File: config.mk
export PLATFORM = sky130hd
export DESIGN_NAME = wusd_queue
export DESIGN_NICKNAME = d
export VERILOG_FILES = /design/src/hdl/wusd_queue.sv
export SDC_FILE = /design/constraint.sdc
export NUM_CORES = 1
export LEC_CHECK = 0
export BUFFER_PORTS_ARGS = -buffer_cell sky130_fd_sc_hd__buf_2
export CORE_MARGIN = 5
export CORE_UTILIZATION = 50
export CTS_BUF_LIST = sky130_fd_sc_hd__clkbuf_4
export DETAILED_ROUTE_END_ITERATION = 8
export HOLD_SLACK_MARGIN = 0.03
export PLACE_DENSITY_LB_ADDON = 0.08
export RECOVER_POWER = 100
export SETUP_SLACK_MARGIN = 0.1
export SLEW_MARGIN = 20
export SYNTH_ARGS = -nofsm -noshare
export SYNTH_HDL_FRONTEND = slang
export SYNTH_SLANG_ARGS = --single-unit
File: constraint.sdc
create_clock -name clk -period 3.7 [get_ports clk]
set_input_delay 1.11 -clock clk [delete_from_list [all_inputs] [get_ports clk]]
set_output_delay 1.11 -clock clk [all_outputs]
set_load 0.02 [all_outputs]
File: src/hdl/wusd_queue.sv
// Two-entry request queue between the front and the back.
`timescale 1ns / 1ps
`default_nettype none
module wusd_queue #(
	parameter int W = 32
) (
	input  wire          clk,
	input  wire          arst_n,
	input  wire          wr_valid,
	output logic         wr_ready,
	input  wire  [W-1:0] wr_data,
	output logic         rd_valid,
	input  wire          rd_ready,
	output logic [W-1:0] rd_data
);
	logic [W-1:0] slot_q [2];
	logic         wr_ptr_q;
	logic         rd_ptr_q;
	logic [1:0]   count_q;
	logic         push;
	logic         pop;

	assign wr_ready = (count_q != 2'd2);
	assign rd_valid = (count_q != 2'd0);
	assign rd_data  = slot_q[rd_ptr_q];
	assign push     = wr_valid && wr_ready;
	assign pop      = rd_valid && rd_ready;

	always_ff @(posedge clk or negedge arst_n) begin
		if (!arst_n) begin
			wr_ptr_q <= 1'b0;
			rd_ptr_q <= 1'b0;
			count_q  <= 2'd0;
		end else begin
			if (push)
				wr_ptr_q <= !wr_ptr_q;
			if (pop)
				rd_ptr_q <= !rd_ptr_q;
			if (push && !pop)
				count_q <= count_q + 2'd1;
			else if (pop && !push)
				count_q <= count_q - 2'd1;
		end
	end

	always_ff @(posedge clk) begin
		if (push)
			slot_q[wr_ptr_q] <= wr_data;
	end

endmodule
`default_nettype wire

After elaboration in Yosys (flattened, before gate mapping)

Memory sizes are Yosys's and may differ from the RTL's.
Cells that the tools add are included.
W data, S select, Z words.

Bits in read-only memories: 0
Logic and storage cells: 21
Latch bits: 0
Bits in writable memories: 64
Output and inout bits: 34
Memories kept: 1
Bits in registers: 4
Input bits: 36

Memory list:

| memory | words | width | read ports | clocked after memory_dff | wr ports | RTL line | RTL |
|---|---|---|---|---|---|---|---|
| slot_q | 2     | 32    | 1          | 0                        | 1        | 16       | `logic [W-1:0] slot_q [2];` |

Equality and inequality tests: 1
Divide/modulo/power cells: 0
Multiply operators: 0
Order comparisons: 0
Shifts and indexed selects: 0
Add/subtract/negate cells: 2
Reductions and logical operators: 10
Multiplexer cells: 4
Bitwise gates (word level): 0

Operators by type and width:

| kind                  | count |
|---|---|
| $logic_and A1 B1 Y1   | 4 |
| $logic_not A1 Y1      | 4 |
| $mux W2               | 2 |
| $reduce_bool A2 Y1    | 2 |
| $add A2 B1 Y2 const B | 1 |
| $mux W1               | 2 |
| $ne A2 B2 Y1 const B  | 1 |
| $sub A2 B1 Y2 const B | 1 |

Longest topological paths before layout

Word-level depth: 6
Mapped depth: 7
Gate-level depth less buffers: 7

Worst setup path before layout

No wires, ideal clock.

Path kind: input port to flip-flop
From: input wr_valid
To: memory slot_q[0][0], enable pin
Setup time: 0.421 ns
Data arrival time: 2.562 ns
Setup slack: 0.717 ns
Path buffers: 0
Stages: 2
Data required time: 3.279 ns
Cells stage by stage: nand2_1 > nor2_1

Word-level cells in the longest chain between the ends: 3

RTL lines:

| element                       | RTL line | RTL |
|---|---|---|
| from (decl)                   | 9        | `input wire wr_valid,` |
| $logic_and A1 B1 Y1           | 26       | `assign push = wr_valid && wr_ready;` |
| $mux W1                       | 47       | `if (push)` |
| $mux W1 (implied by the code) | 48       | `slot_q[wr_ptr_q] <= wr_data;` |
| to (decl)                     | 16       |  |

Every way passes these cells.

Worst setup path in the final report

From: register rd_ptr_q
To: output rd_data[23]

Word-level cells in the longest chain between the ends: 1

RTL lines:

| element                | RTL line | RTL |
|---|---|---|
| from (decl)            | 18       | `logic rd_ptr_q;` |
| from (signal assigned) | 38       | `rd_ptr_q <= !rd_ptr_q;` |
| $mem_v2 Z2 W32         | n/a      |  |
| to (decl)              | 14       | `output logic [W-1:0] rd_data` |

Every way passes these cells.

==> results.md <==
* number of gates resized after cts: 0
* floorplan row count: 26
* multi-input combinational cell area: 517 sq um
* via count of the first global-routing pass: 1440
* Pwr per Cell Area: 828 nW/um^2
* Clock Path Buffers: 2
* Worst-Margin Slew: 1790 ps
* critical-path cell with the highest stage delay: dfrtp_2
* wire length of the first global-routing pass: 6600 um
* internal power consumption: 1.76 mW
* Worst Path Class, Setup: register to output pin
* Antenna Diode Count: 0
* Storage cell area: 2020 sq um
* combined buffer and inverter count along the critical path: 2
* relative slew slack: -19.5%
* ratio of routed vias to standard cells: 4.77
* width of the die: 82.9 um
* top fanout value on the critical path: 18
* insertion delay of the later-clocked pin in the worst-skew pair: 390 ps
* number of DRC markers after the initial detailed-route iteration: 61
* detailed-placement wirelength estimate: 2940 um
* VDD IR-drop max: 0.485 mV
* buffers inserted during post-CTS setup optimization: 0
* post-synthesis sequential element count: 68
* total track usage: 12.7%
* count of H-tree levels built during CTS: 3
* CP top delay family: flip-flops
* unrepaired setup endpoints after global routing: false
* Post-DRT Antenna Nets: 0
* post-synthesis area per instance: 22.5 sq um
* leakage power summed over all cells: 1.17 nW
* Clk Tree Root Cell: clkbuf_4
* global placer's final weighted congestion: 0.646
* Sequential Power Share: 44.4%
* syn nets: 155
* combinational power share: 33.1%
* area of the die: 6880 sq um
* status: complete, but fails checks
* peak clock frequency supported by timing: 346 MHz
* final hold vios: 0
* Clk network pwr share: 22.4%
* Remaining DRCs: 0
* synthesis warning total: 0
* CP required: 2590 ps
* TritonCTS sink count: 68
* count of input and output buffers: 69
* maximum number of pins on one net before global-route repair: 33
* failing checks: max-capacitance violations, max-slew violations
* core area: 5140 sq um
* switching power: 0.830 mW
* post-detailed-routing wire length: 4260 um
* CP Cell Sequence: buf_12, mux2_2, clkbuf_1
* # nets final: 233
* share of final-layout standard cells stronger than drive strength 1: 34.3%
* Setup crit start kind: register
* portion of the post-synthesis area used by sequential elements: 76.0%
* switching portion of total power: 32.0%
* Max Clock Skew: 4.76 ps
* area of all placed cells without fillers: 3130 sq um
* routed wirelength normalized by instance count: 15.7 um
* clock transition time at the flip-flop clock pins of the worst setup and hold paths: 100 ps
* TritonCTS buffer count: 9
* CP Capture Type: output pin
* biggest area contributors in the synthesized netlist: edfxtp_1 (72%), mux2_4 (16%), dfrtp_1 (3.8%)
* commonest cells after routing, fill and taps aside: edfxtp_1 (64), clkbuf_1 (37), buf_2 (32), mux2_4 (17), mux2_1 (12)
* number of primary I/O pins: 70
* area leader, netlist: edfxtp_1
* Congestion Overflow GR: 0
* starting utilization of the core area: 51.7%
* fill cell instance count of the final layout: 423
* most common cell after layout, fill and taps aside: edfxtp_1
* synth-to-layout area growth: 17.8%
* synth unique cells: 16
* die height: 82.9 um
* share of the cycle needed by the critical path after routing: 78.0%
* post-synth top area share: 72.3%
* Setup TNS: 0 ps
* Final Max Slew Viols: 66
* placed cell area: 3060 sq um
* Detailed Routing Iterations Pass 1: 4
* number of antenna violations at the first check in global routing: 0
* worst endpoint data arrival time: 1780 ps
* maximum cell stage delay along the critical path: 640 ps
* Hold-fix buffers, CTS: 0
* kind of path behind the tightest hold check: register to register
* via count: 1294
* cell count after synthesis: 118
* # setup viols final: 0
* clock tree from TritonCTS: done
* cell area after technology mapping: 2660 sq um
* total of max-cap violations: 2
* crit path time final: 2890 ps
-- cell type report --
class / count / area share [%]
inverters: 1 / 0.120
clock inverters: 6 / 3.28
multi-input cells: 45 / 16.5
clock buffers: 10 / 2.40
repair buffers: 71 / 10.3
flip-flops and latches: 68 / 64.6
well taps: 70 / 2.80
-- state kept, by name, indices dropped and copies added (netlist names) --
signal	flops
rd_ptr_q	1
count_q	2
slot_q	64
wr_ptr_q	1
-- layer usage --
| metal | vias to the layer above | routed length (um) | track usage [%] | share of wire [%] |
|---|---|---|---|---|
| met5 | - | 0 | 0 | 0 |
| met4 | 0 | 75 | 6.24 | 1.8 |
| met3 | 8 | 321 | 5.94 | 7.5 |
| met2 | 46 | 2180 | 21.3 | 51 |
| met1 | 626 | 1680 | 13.5 | 39 |
| li1 | 614 | - | - | - |
-- synthesized netlist by cell type --
master,count
edfxtp_1,64
mux2_4,29
dfrtp_1,4
buf_12,3
mux2_2,3
xnor2_1,3
nor2_1,2
xor2_1,2
and3_1,1
buf_6,1
ha_1,1
inv_1,1
nand2_1,1
nand2_2,1
nand2b_1,1
or2_1,1
-- path summary, 6_finish.rpt --
path                            start           end  slack, ps  depth (start not counted)
hold / removal             count_q[1]    count_q[1]        510                          1
max in group asynchronous      arst_n      rd_ptr_q       2930                          1
setup / recovery             rd_ptr_q   rd_data[23]        810                          3
hold reg to reg            count_q[1]    count_q[1]        510                          1
setup reg to reg           count_q[0]  slot_q[1][2]       1270                          3
min in group asynchronous      arst_n      rd_ptr_q        550                          1
-- power groups by stage --
stage	registers (mW)	clock network [mW]	logic (mW)
after CTS	1.16	0.596	0.968
after detailed placement	1.18	0	0.965
after global routing	1.17	0.637	0.928
after global placement	1.17	0	0.949
final	1.15	0.581	0.859
after floorplan	1.12	0	0.809
-- kinds of logic (layout without fill, tap and decap cells) --
logic type	after synthesis	after routing	synth area share [%]
AND/OR/NAND/NOR	7	7	1.37
XOR/XNOR	5	5	1.65
multiplexers	32	32	17.6
buffers and inverters	5	88	2.82
adder cells (fa/ha/maj)	1	1	0.471
flip-flops	68	68	76.0
-- worst reg2reg max path, cell delays in order, from the launching register on --
cell and delay, ps:
dfrtp_1 410, nand2b_1 160, and3_1 160, clkbuf_1 1290
-- per-stage QoR --
stage / hold slack (ps) / worst slack (ps) / util [%] / power [mW] / instances
after CTS: 495 / 697 / 62.9 / 2.73 / 271
after floorplan: 456 / 717 / - / 1.93 / 118
final: 509 / 814 / 60.9 / 2.59 / 271
after detailed placement: 491 / 1140 / 59.5 / 2.15 / 255
after global placement: 472 / 1160 / 59.5 / 2.12 / 255
after global routing: 519 / 675 / 60.9 / 2.74 / 271
Power figures use the tool's default switching activity.
