$ cat config.mk
export PLATFORM = sky130hd
export DESIGN_NAME = wusd_front
export DESIGN_NICKNAME = d
export VERILOG_FILES = /design/src/hdl/wusd_pkg.sv /design/src/hdl/wusd_front.sv
export SDC_FILE = /design/constraint.sdc
export NUM_CORES = 1
export LEC_CHECK = 0
export ABC_AREA = 1
export BUFFER_PORTS_ARGS = -buffer_cell sky130_fd_sc_hd__clkbuf_2
export CORE_MARGIN = 2
export CORE_UTILIZATION = 50
export CTS_BUF_LIST = sky130_fd_sc_hd__clkbuf_2 sky130_fd_sc_hd__clkbuf_4 sky130_fd_sc_hd__clkbuf_8
export DETAILED_ROUTE_END_ITERATION = 6
export PLACE_DENSITY = 0.71
export RECOVER_POWER = 25
export SYNTH_ARGS = -nofsm -noshare
export SYNTH_HDL_FRONTEND = slang
export SYNTH_SLANG_ARGS = --single-unit
$ cat constraint.sdc
create_clock -name clk -period 14.9 [get_ports clk]
set_input_delay 0.745 -clock clk [delete_from_list [all_inputs] [get_ports clk]]
set_output_delay 0.745 -clock clk [all_outputs]
set_load 0.05 [all_outputs]
$ cat src/hdl/wusd_pkg.sv
// Shared types and constants of the write-update sharer directory.
`timescale 1ns / 1ps
`default_nettype none
package wusd_pkg;

	localparam int BLK_W     = 12;
	localparam int SRC_W     = 6;
	localparam int NODES_W   = 7;
	localparam int CFG_DW    = 7;
	localparam int MASK_W    = 64;
	localparam int DIV_BITS  = 4;
	localparam int DIV_STEPS = BLK_W / DIV_BITS;

	typedef enum logic [1:0] {
		REQ_READ_MISS  = 2'd0,
		REQ_WRITE_MISS = 2'd1,
		REQ_WRITE      = 2'd2,
		REQ_WRITEBACK  = 2'd3
	} req_kind_t;

	typedef enum logic {
		CFG_NODE_ID   = 1'b0,
		CFG_NUM_NODES = 1'b1
	} cfg_reg_t;

	// Classified request as it travels from the front to the back.
	typedef struct packed {
		req_kind_t          kind;
		logic [SRC_W-1:0]   src;
		logic [NODES_W-1:0] nn;
		logic               misplaced;
		logic               remote;
	} cls_t;

endpackage
`default_nettype wire

$ cat src/hdl/wusd_front.sv
// Front part: configuration registers, request intake and home/entry remainder.
`timescale 1ns / 1ps
`default_nettype none
module wusd_front #(
	parameter int DIR_ENTRIES = 4096,
	parameter int IDX_W       = 12
) (
	input  wire                            clk,
	input  wire                            arst_n,
	input  wire                            cfg_valid,
	output logic                           cfg_ready,
	input  wire                            cfg_index,
	input  wire  [wusd_pkg::CFG_DW-1:0]    cfg_data,
	input  wire                            in_valid,
	output logic                           in_ready,
	input  wire  [1:0]                     req_type,
	input  wire  [wusd_pkg::BLK_W-1:0]     block_number,
	input  wire  [wusd_pkg::SRC_W-1:0]     src_id,
	input  wire                            clr_busy,
	output logic                           push_valid,
	input  wire                            push_ready,
	output logic [IDX_W-1:0]               push_idx,
	output wusd_pkg::cls_t                 push_cls
);
	import wusd_pkg::*;

	typedef enum logic [2:0] {
		F_IDLE = 3'b001,
		F_DIV  = 3'b010,
		F_PUSH = 3'b100
	} front_state_t;

	// Entry count clipped to the block range; larger counts never wrap a block number.
	localparam int ENT_D = (DIR_ENTRIES > (1 << BLK_W)) ? (1 << BLK_W) : DIR_ENTRIES;
	localparam int ENT_S = BLK_W + $clog2(ENT_D);
	// Rounded-up reciprocal, exact for every block number of BLK_W bits.
	localparam longint ENT_M = ((longint'(1) << ENT_S) + longint'(ENT_D - 1)) / longint'(ENT_D);
	localparam logic [BLK_W:0] ENT_M_C = (BLK_W+1)'(ENT_M);
	localparam logic [BLK_W:0] ENT_D_C = (BLK_W+1)'(ENT_D);

	front_state_t       state_q;
	logic [1:0]         step_q;
	logic [SRC_W-1:0]   node_id_q;
	logic [NODES_W-1:0] num_nodes_q;
	logic [NODES_W-1:0] nn;
	logic [BLK_W-1:0]   sh_q;
	logic [NODES_W-1:0] hr_q;
	logic [BLK_W-1:0]   ir_q;
	logic [NODES_W-1:0] hr_next;
	logic [BLK_W-1:0]   ir_next;
	logic [BLK_W-1:0]   blk_q;
	logic [BLK_W-1:0]   eq_q;
	logic [BLK_W-1:0]   eq_next;
	logic [2*BLK_W:0]   eq_prod;
	logic [2*BLK_W:0]   ir_prod;
	logic [SRC_W-1:0]   src_q;
	req_kind_t          kind_q;
	logic               remote_q;
	logic [NODES_W-1:0] nn_q;
	logic               accept;

	assign cfg_ready = 1'b1;
	assign nn        = (num_nodes_q == '0) ? NODES_W'(1) : num_nodes_q;

	always_ff @(posedge clk or negedge arst_n) begin
		if (!arst_n) begin
			node_id_q   <= '0;
			num_nodes_q <= NODES_W'(1);
		end else if (cfg_valid && cfg_ready) begin
			unique case (cfg_reg_t'(cfg_index))
				CFG_NODE_ID:   node_id_q   <= cfg_data[SRC_W-1:0];
				CFG_NUM_NODES: num_nodes_q <= cfg_data;
				default:       ;
			endcase
		end
	end

	assign in_ready   = !clr_busy && ((state_q == F_IDLE) || ((state_q == F_PUSH) && push_ready));
	assign accept     = in_valid && in_ready;
	assign push_valid = (state_q == F_PUSH);

	// Four restoring steps per cycle on the home remainder, most significant bits first.
	always_comb begin
		logic [NODES_W:0] h;
		h = {1'b0, hr_q};
		for (int j = 0; j < DIV_BITS; j++) begin
			h = {h[NODES_W-1:0], sh_q[BLK_W-1-j]};
			if (h >= {1'b0, nn_q})
				h = h - {1'b0, nn_q};
		end
		hr_next = h[NODES_W-1:0];
	end

	// The quotient by the entry count is taken at intake and the remainder registered in the cycle after.
	always_comb begin
		eq_prod = (2*BLK_W+1)'(block_number) * (2*BLK_W+1)'(ENT_M_C);
		eq_next = BLK_W'(eq_prod >> ENT_S);
		ir_prod = (2*BLK_W+1)'(eq_q) * (2*BLK_W+1)'(ENT_D_C);
		ir_next = blk_q - ir_prod[BLK_W-1:0];
	end

	always_ff @(posedge clk or negedge arst_n) begin
		if (!arst_n) begin
			state_q <= F_IDLE;
			step_q  <= '0;
		end else if (accept) begin
			state_q <= F_DIV;
			step_q  <= '0;
		end else begin
			unique case (state_q)
				F_IDLE: ;
				F_DIV: begin
					step_q <= step_q + 2'd1;
					if (step_q == 2'(DIV_STEPS - 1))
						state_q <= F_PUSH;
				end
				F_PUSH: begin
					if (push_ready)
						state_q <= F_IDLE;
				end
				default: state_q <= F_IDLE;
			endcase
		end
	end

	always_ff @(posedge clk) begin
		if (accept) begin
			sh_q     <= block_number;
			blk_q    <= block_number;
			eq_q     <= eq_next;
			hr_q     <= '0;
			ir_q     <= '0;
			src_q    <= src_id;
			kind_q   <= req_kind_t'(req_type);
			remote_q <= (src_id != node_id_q);
			nn_q     <= nn;
		end else if (state_q == F_DIV) begin
			sh_q <= sh_q << DIV_BITS;
			hr_q <= hr_next;
			ir_q <= ir_next;
		end
	end

	always_comb begin
		push_idx            = IDX_W'(ir_q);
		push_cls.kind       = kind_q;
		push_cls.src        = src_q;
		push_cls.nn         = nn_q;
		push_cls.remote     = remote_q;
		push_cls.misplaced  = remote_q && (hr_q != {1'b0, node_id_q});
	end

endmodule
`default_nettype wire

Word-level counts from Yosys, hierarchy flattened
Index checks and enable logic that the tools add are counted.
{"block": "op_classes", "addsub": 5, "magnitude_cmp": 4, "eq_ne": 9, "muxes": 12, "n_bitwise": 1, "reduce_logical": 11}
{"op": "$ge A8 B7 Y1", "n": 4}
{"op": "$mux W7", "n": 4}
{"op": "$sub A7 B7 Y7", "n": 4}
{"op": "$mux W12", "n": 2}
{"op": "$mux W3", "n": 3}
{"op": "$pmux W3 S3", "n": 1}
{"op": "$logic_not A7 Y1", "n": 1}
{"op": "$ne A7 B6 Y1", "n": 1}
{"op": "$ne A6 B6 Y1", "n": 1}
{"op": "$logic_and A1 B1 Y1", "n": 4}
{"op": "$mux W2", "n": 2}
{"op": "$reduce_and A2 Y1", "n": 2}
{"op": "$eq A3 B1 Y1 const B", "n": 1}
{"op": "$eq A3 B2 Y1 const B", "n": 1}
{"op": "$eq A3 B3 Y1 const B", "n": 1}
{"op": "$ne A3 B1 Y1 const B", "n": 1}
{"op": "$ne A3 B3 Y1 const B", "n": 1}
{"op": "$reduce_and A3 Y1", "n": 1}
{"op": "$add A2 B1 Y2 const B", "n": 1}
{"op": "$eq A2 B2 Y1 const B", "n": 1}
{"op": "$ne A2 B2 Y1 const B", "n": 1}
{"op": "$reduce_bool A2 Y1", "n": 1}
{"op": "$logic_not A1 Y1", "n": 1}
{"op": "$logic_or A1 B1 Y1", "n": 1}
{"op": "$not A1 Y1", "n": 1}
{"block": "totals", "ff_bits": 77, "inputBits": 34, "output_inout_bits": 32, "wordCells": 54}

Depth between registers and ports, before layout
Gate-level depths: netlist (run 1).
{"block": "logic_depth", "ltp_word": 8, "depth_mapped": 49, "mapped_depth_nobuf": 48}

Worst setup path after synthesis (run 1)
OpenSTA, ideal clock, no wires.
{"block": "synth_timing", "kind": "flip-flop to flip-flop", "start": "register nn_q[1]", "end": "register hr_q[1]", "arrival_ns": 6.124, "required_time_ns": 14.787, "slack_ns": 8.663, "path_stages_with_launch": 45, "n_path_buf": 1, "period_less_slack_ns": 6.237, "cell_sequence": "edfxtp_1 > inv_1 > fa_1 > nand2_1 > nand2_1 > nand2_2 > nand2_2 > nand2_4 > nand2_8 > nand2_1 > nand2_1 > inv_1 > ha_1 > buf_2 > nand2_1 > nand2_1 > nand2_1 > nand3_2 > (+9 left out) > nand2_1 > inv_1 > nand3_4 > nand2_1 > nand2_1 > inv_1 > ha_1 > a21oi_1 > nand2_1 > nand2_1 > nand2_1 > a21oi_1 > o21a_1 > inv_1 > a21oi_4 > nand3_1 > nand3_1 > nand2_1"}
{"block": "synth_between", "elab_chain_len": 8}
{"element": "start, declared", "line_no": "wusd_front.sv:59", "source": "logic [NODES_W-1:0] nn_q;"}
{"element": "start signal, assigned", "line_no": "wusd_front.sv:136", "source": "nn_q <= nn;"}
{"element": "$sub A7 B7 Y7 / $ge A8 B7 Y1 (equally long branches)", "line_no": "wusd_front.sv:89, wusd_front.sv:88"}
{"element": "$mux W7", "line_no": "wusd_front.sv:88", "source": "if (h >= {1'b0, nn_q})"}
{"element": "$sub A7 B7 Y7 / $ge A8 B7 Y1 (equally long branches)", "line_no": "wusd_front.sv:89, wusd_front.sv:88"}
{"element": "$mux W7", "line_no": "wusd_front.sv:88"}
{"element": "$ge A8 B7 Y1 / $sub A7 B7 Y7 (equally long branches)", "line_no": "wusd_front.sv:88, wusd_front.sv:89"}
{"element": "$mux W7", "line_no": "wusd_front.sv:88"}
{"element": "$sub A7 B7 Y7 / $ge A8 B7 Y1 (equally long branches)", "line_no": "wusd_front.sv:89, wusd_front.sv:88"}
{"element": "$mux W7 (*)", "line_no": "wusd_front.sv:88"}
{"element": "end signal, assigned", "line_no": "wusd_front.sv:139", "source": "hr_q <= hr_next;"}
{"element": "end, declared", "line_no": "wusd_front.sv:47", "source": "logic [NODES_W-1:0] hr_q;"}
Mark *: on every way between the ends. The rest lies on a longest branch, timed or not.
A chain may end at the register's enable or synchronous reset.

Worst setup path in the final report (run 1)
{"block": "layout_timing", "start": "register nn_q[1]", "end": "register hr_q[2]"}
Same word-level chain as after synthesis.

==> impl_results.md, run 1 <==
* Crit-path max FO at 8
* Chip width at 100.6 um
* Final hold vios at 0
* # diodes at 0
* Clk_skew at 0.01106 ns
* Ys Warns at 0
* R2R Setup Slk at 8.25 ns
* Clock root cell: clkbuf_8
* Area grow syn2layout at 13.12%
* Arrival @ worst endpoint at 6.89 ns
* Final setup fails at 0
* CTS tree: yes
* RSZ-0062 raised after global routing: no
* Final setup margin at 8.255 ns
* Slowest-stage cell, CP: edfxtp_1
* Reg clk slew, reported paths at 0.08 ns
* GP Congestion at 0.8902
* Fmax at 0.1505 GHz
* Vias in the first global route at 3481
* Initial DRC Count at 180
* I/O Buffers at 64
* Post-DR vias/cell at 5.020
* Post-route ant nets at 0
* Via count at 3599
* CP dominant cell by count: nand2_1
* EDFF count, synth at 40
* Pre-CTS WS at 8.255 ns
* Post-synthesis sequential area ratio at 43.62%
* Worst setup SP type: flop
* Worst slew pin tran at 0.9309 ns
* CTS Buf Count at 9
* Site Rows at 35
* Part of the cycle the worst path needs at 44.60%
* Outcome: finished clean
* All-Layer GR Usage at 20.76%
* R2R Path Start: nn_q[1]$_SDFFCE_PN0P_
* Sinks on Clock Net at 77
* Largest buffer count on any clock path at 2
* Resize count post-CTS at 0
* Core area at 0.009153 sq mm
* Final Util at 57.65%
* Worst setup path class: flop to flop
* Fin crit period at 6.645 ns
* Die footprint at 0.01012 sq mm
* Mapped Avg Cell Area at 8.638 sq um
* Total wire length at 9887 um
* DRC violations left at 0
* Final net count at 668
* Top-area cell type share of the netlist area at 25.75%
* Crit path buffers/inverters at 5
* DR WL/cell at 13.79 um
* Final setup TNS at 0 ns
* DIE HEIGHT at 100.6 um
* Fillers at 821
* Worst Path Required at 15.14 ns
* Reg2Reg Depth at 42
* MaxCap Viol Count at 0
* Placed cell count at 701
* Final Non-Filler Cells at 717
* Ports at 66
* Worst setup endpoint: hr_q[2]$_SDFFE_PP0N_
* Slew HR at 37.94%
* Most area-consuming cells after synthesis: edfxtp_1, nand2_1, dfrtp_1, dfxtp_1, ha_1
* First-pass GRT wire length at 16350 um
* Worst path max stage delay at 0.51 ns
* Worst path depth at 42
* Most used DFF post-synth: edfxtp_1
* Starting Density at 50.96%
* Htree depth at 3
* Fin. max-slew vios at 0
* Cts hold-fix bufs at 0
* Post-CTS Repair Setup Buffers at 0
* Dpl hpwl at 7610 um
* Clock Latency Late Sink at 0.35 ns
* Mapped cell area at 0.004664 sq mm
* Total congestion overflow at 0
* Dominant cell type by area after synthesis: edfxtp_1
* Setup crit start: nn_q[1]$_SDFFCE_PN0P_
* Crit-path leading delay family: simple AND/OR/NAND/NOR gates
* Share of layout cells above drive strength 1 at 17.33%
* Critical R2R Capture: hr_q[2]$_SDFFE_PP0N_
* Seq cells post-synth at 77
* Netlist cell types at 43
* DR pass1 iterations at 4
* Initial antenna violation count at 0
* CP endpoint kind: flop
* Worst hold path class: flop to flop
* Synth Instances at 540
* Async set-reset flop share out of synthesis at 23.38%
* Largest net degree at the start of global routing at 23
* Mapped Nets at 607
sequential cells by signal, indices dropped and copies added, names as in the netlist, 2 cells and up:
| signal | flops |
|---|---|
| state_q | 3 |
| nn_q | 7 |
| hr_q | 7 |
| node_id_q | 6 |
| num_nodes_q | 7 |
| sh_q | 12 |
| push_idx | 12 |
| kind_q | 2 |
| blk_q | 12 |
| src_q | 6 |
| step_q | 2 |
kinds of logic (layout without fill, tap and decap cells):
| family | Yosys count | in the layout | synth area share (%) |
|---|---|---|---|
| compound gates | 59 | 59 | 8.423 |
| xor+xnor | 26 | 26 | 4.882 |
| fa+ha+maj | 33 | 33 | 9.496 |
| buf+inv | 111 | 177 | 9.200 |
| flops | 77 | 77 | 43.62 |
| mux | 1 | 1 | 0.2414 |
| other cells | 1 | 1 | 0.08039 |
| simple gates | 232 | 232 | 24.06 |
synth_stat cells (4+ instances only):
cell type,n
nand2_1,147
inv_1,91
edfxtp_1,40
nand3_1,37
ha_1,29
dfxtp_1,19
o21ai_0,19
dfrtp_1,16
xnor2_1,15
a21oi_1,14
a22oi_1,12
clkbuf_1,12
xor2_1,11
nor2_1,10
nand4_1,7
nand2_2,6
nand3_4,5
fa_1,4
nor3_1,4
stage by stage:
step	cell area, sq um	hold WS, ns
2_1_floorplan	4664	0.4406
3_3_place_gp	5071	0.4422
3_5_place_dp	5071	0.4459
4_1_cts	5290	0.3333
5_1_grt	5276	0.4840
6_report	5276	0.4642
layer usage:
layer	vias to the layer above	global-route usage, %	share of wire [%]
met2	84	34.62	49
li1	1871	-	-
met1	1631	27.50	46
met3	13	4.092	4.0
met4	0	6.006	1.8
met5	-	0	0
cells in the final DEF (no fill, tap or decap), drive strengths merged, types with 16 or more instances in the layout:
cell type | synthesis | routed
dfrtp | 16 | 16
nand2 | 157 | 157
a21oi | 19 | 19
nand3 | 44 | 44
inv | 94 | 94
dfxtp | 19 | 19
clkbuf | 12 | 74
edfxtp | 40 | 40
o21ai | 19 | 19
ha | 29 | 29
worst min-delay path, cell delays in order, from the launching register on:
cell and delay, ns:
edfxtp_1 0.33, a22oi_1 0.07, inv_1 0.05
layout make-up:
class / instances / area (sq um) / share of cell area (%)
tap: 111 / 138.9 / 2.632
timing repair buffer: 66 / 321.6 / 6.094
clock inverter: 6 / 87.58 / 1.660
inverter: 95 / 356.6 / 6.758
sequential: 77 / 2034 / 38.56
multi-input combinational: 352 / 2206 / 41.81
clock buffer: 10 / 131.4 / 2.490
worst min path at each step:
stage / startpoint / to / cells after the start
2_1_floorplan: blk_q[0]$_DFFE_PP_ / push_idx[0]$_SDFFE_PP0N_ / 2
3_3_place_gp: blk_q[1]$_DFFE_PP_ / push_idx[1]$_SDFFE_PP0N_ / 2
3_5_place_dp: push_idx[6]$_SDFFE_PP0N_ / push_idx[6]$_SDFFE_PP0N_ / 2
4_1_cts: arst_n / num_nodes_q[4]$_DFFE_PN0P_ / 1
5_1_grt: blk_q[5]$_DFFE_PP_ / push_idx[5]$_SDFFE_PP0N_ / 2
6_report: blk_q[5]$_DFFE_PP_ / push_idx[5]$_SDFFE_PP0N_ / 2
Power of run 1 is left out: the tool's default activity adds up to more than one toggle a clock period on the data nets, which glitch-free logic cannot reach.
==> run 2: changes to the inputs <==
Clock period 14.9 ns to 6.6 ns, I/O delays scaled along.
==> run 2 against run 1 <==
  * Critical path depth rose by 4
  * Critical endpoint is now hr_q[4]$_SDFFE_PP0N_
  * Maximum frequency is 9.7% higher
  * Highest routed layer unchanged
  * Critical path type unchanged
  * Wire length increased by 3.7%
  * Non-clock buffer count grew 13
  * Clock skew shrank 0.0017 ns
  * Register-to-register slack got worse by 7.7 ns
  * Global-route usage grew 0.64 points
==> impl_results.md, run 2 (synthesized netlist as in run 1, its figures left out) <==
* Outcome: finished clean (unchanged)
* Fin crit period at 6.056 ns (was 6.645 ns)
* Htree depth at 3 (unchanged)
* Total wire length at 10250 um (was 9887 um)
* DIE HEIGHT at 100.6 um (unchanged)
* Share of layout cells above drive strength 1 at 20.52% (was 17.33%)
* Fin. max-slew vios at 0 (unchanged)
* Area grow syn2layout at 16.09% (was 13.12%)
* Crit-path max FO at 9 (was 8)
* Fmax at 0.1651 GHz (was 0.1505 GHz)
* Sinks on Clock Net at 77 (unchanged)
* Final Util at 59.17% (was 57.65%)
* Start point of the worst hold path: req_type[1] (was blk_q[5]$_DFFE_PP_)
* Die footprint at 0.01012 sq mm (unchanged)
* Arrival @ worst endpoint at 6.30 ns (was 6.89 ns)
* Clock root cell: clkbuf_8 (unchanged)
* I/O Buffers at 64 (unchanged)
* Part of the cycle the worst path needs at 91.75% (was 44.60%)
* Total congestion overflow at 0 (unchanged)
* Slowest-stage cell, CP: edfxtp_1 (unchanged)
* Clk_skew at 0.009371 ns (was 0.01106 ns)
* Worst setup SP type: flop (unchanged)
* CP dominant cell by count: nand2_1 (unchanged)
* # diodes at 0 (unchanged)
* CTS Buf Count at 9 (unchanged)
* Ports at 66 (unchanged)
* Largest net degree at the start of global routing at 23 (unchanged)
* Initial DRC Count at 205 (was 180)
* Worst slew pin tran at 0.9704 ns (was 0.9309 ns)
* DR WL/cell at 14.04 um (was 13.79 um)
* Reg clk slew, reported paths at 0.08 ns (about the same)
* Final setup TNS at 0 ns (unchanged)
* Final hold vios at 0 (unchanged)
* Post-route ant nets at 0 (unchanged)
* Via count at 3721 (was 3599)
* GP Congestion at 0.8789 (was 0.8902)
* DRC violations left at 0 (unchanged)
* Vias in the first global route at 3555 (was 3481)
* Sequential cell area at 0.002034 sq mm (unchanged)
* Worst path max stage delay at 0.48 ns (was 0.51 ns)
* Setup crit start: nn_q[1]$_SDFFCE_PN0P_ (unchanged)
* Slew HR at 35.31% (was 37.94%)
* Site Rows at 35 (unchanged)
* Most common cell after layout, fill and taps aside: nand2_1 (unchanged)
* All-Layer GR Usage at 21.41% (was 20.76%)
* MaxCap Viol Count at 0 (unchanged)
* Post-DR vias/cell at 5.097 (was 5.020)
* Worst setup path class: flop to flop (unchanged)
* Clock Latency Late Sink at 0.35 ns (about the same)
* Final setup fails at 0 (unchanged)
* Chip width at 100.6 um (unchanged)
* Starting Density at 50.96% (unchanged)
* Commonest non-fill, non-tap cells in the layout: nand2_1, inv_1, clkbuf_2 (unchanged)
* First-pass GRT wire length at 17020 um (was 16350 um)
* Final net count at 681 (was 668)
* DR pass1 iterations at 4 (unchanged)
* Largest buffer count on any clock path at 2 (unchanged)
* Multi-input logic area at 0.002262 sq mm (was 0.002206 sq mm)
* Dpl hpwl at 7756 um (was 7610 um)
* Worst Path Required at 6.84 ns (was 15.14 ns)
* Core area at 0.009153 sq mm (unchanged)
* Worst hold path class: primary input to flop (was flop to flop)
* Initial antenna violation count at 0 (unchanged)
* CP endpoint kind: flop (unchanged)
* Fillers at 833 (was 821)
* R2R Path Start: nn_q[1]$_SDFFCE_PN0P_ (unchanged)
* CTS tree: yes (unchanged)
-- run 2: cell count changes in the layout (fill, tap and decap cells not counted), moves of 2 or more --
cell / previous run / this run
buf_4: 2 / 14
clkbuf_1: 11 / 17
clkbuf_2: 53 / 47
ha_1: 29 / 25
a21oi_1: 14 / 11
ha_2: 0 / 3
nand2_1: 147 / 144
nand2_2: 6 / 9
a21oi_2: 2 / 4
fa_1: 4 / 2
fa_2: 0 / 2
-- run 2: what timing repair did --
| item | 4_1_cts | 5_1_grt |
|---|---|---|
| hold buffers | 1 | 0 |
| endpoints found under the hold margin | 16 | 0 |
| setup buffers | 0 | 10 |
| resized for setup | 0 | 17 |
| endpoints found under the setup margin | 0 | 7 |
-- run 2: layout make-up --
class / count / share of cell area, %
inverters: 95 / 6.654
clock buffers: 11 / 2.680
repair buffers: 79 / 7.648
flip-flops and latches: 77 / 37.57
well taps: 111 / 2.565
clock inverters: 5 / 1.109
multi-input cells: 352 / 41.77
-- run 2: through the flow --
stage	instance area [sq um]	hold WS, ns	std cells	setup WS (ns)
floorplan	4664	0.03441	540	0.3630
global placement	5086	0.2906	703	0.2909
detailed placement	5086	0.2933	703	0.1117
CTS	5301	0.1485	720	0.08726
global route	5415	0.1477	730	-0.01442
finish	5415	0.1614	730	0.5442
-- run 2: layer usage --
metal | vias up | share of wire (%) | global-route usage (%)
met5 | - | 0 | 0
met4 | 0 | 1.5 | 7.271
met3 | 12 | 3.5 | 2.982
met2 | 77 | 49 | 35.18
met1 | 1735 | 46 | 29.13
li1 | 1897 | - | -
-- run 2: final timing paths --
path / to / slack [ns] / depth (start not counted)
worst max-delay path: hr_q[4]$_SDFFE_PP0N_ / 0.54 / 46
worst min-delay path: kind_q[1]$_DFFE_PP_ / 0.16 / 1
worst max register to register: hr_q[4]$_SDFFE_PP0N_ / 0.54 / 46
worst min register to register: push_idx[6]$_SDFFE_PP0N_ / 0.47 / 2
max in group asynchronous: node_id_q[2]$_DFFE_PN0P_ / 5.36 / 2
min in group asynchronous: node_id_q[0]$_DFFE_PN0P_ / 0.64 / 2
-- run 2: worst max-delay path: cells and delay by family (launching register included) --
family          cells  cell delay [ns]
simple gates       31             2.60
fa+ha+maj           4             1.48
flops               1             0.48
compound gates      5             0.77
buf+inv             6             0.59
Power of run 2 is left out for the same reason.
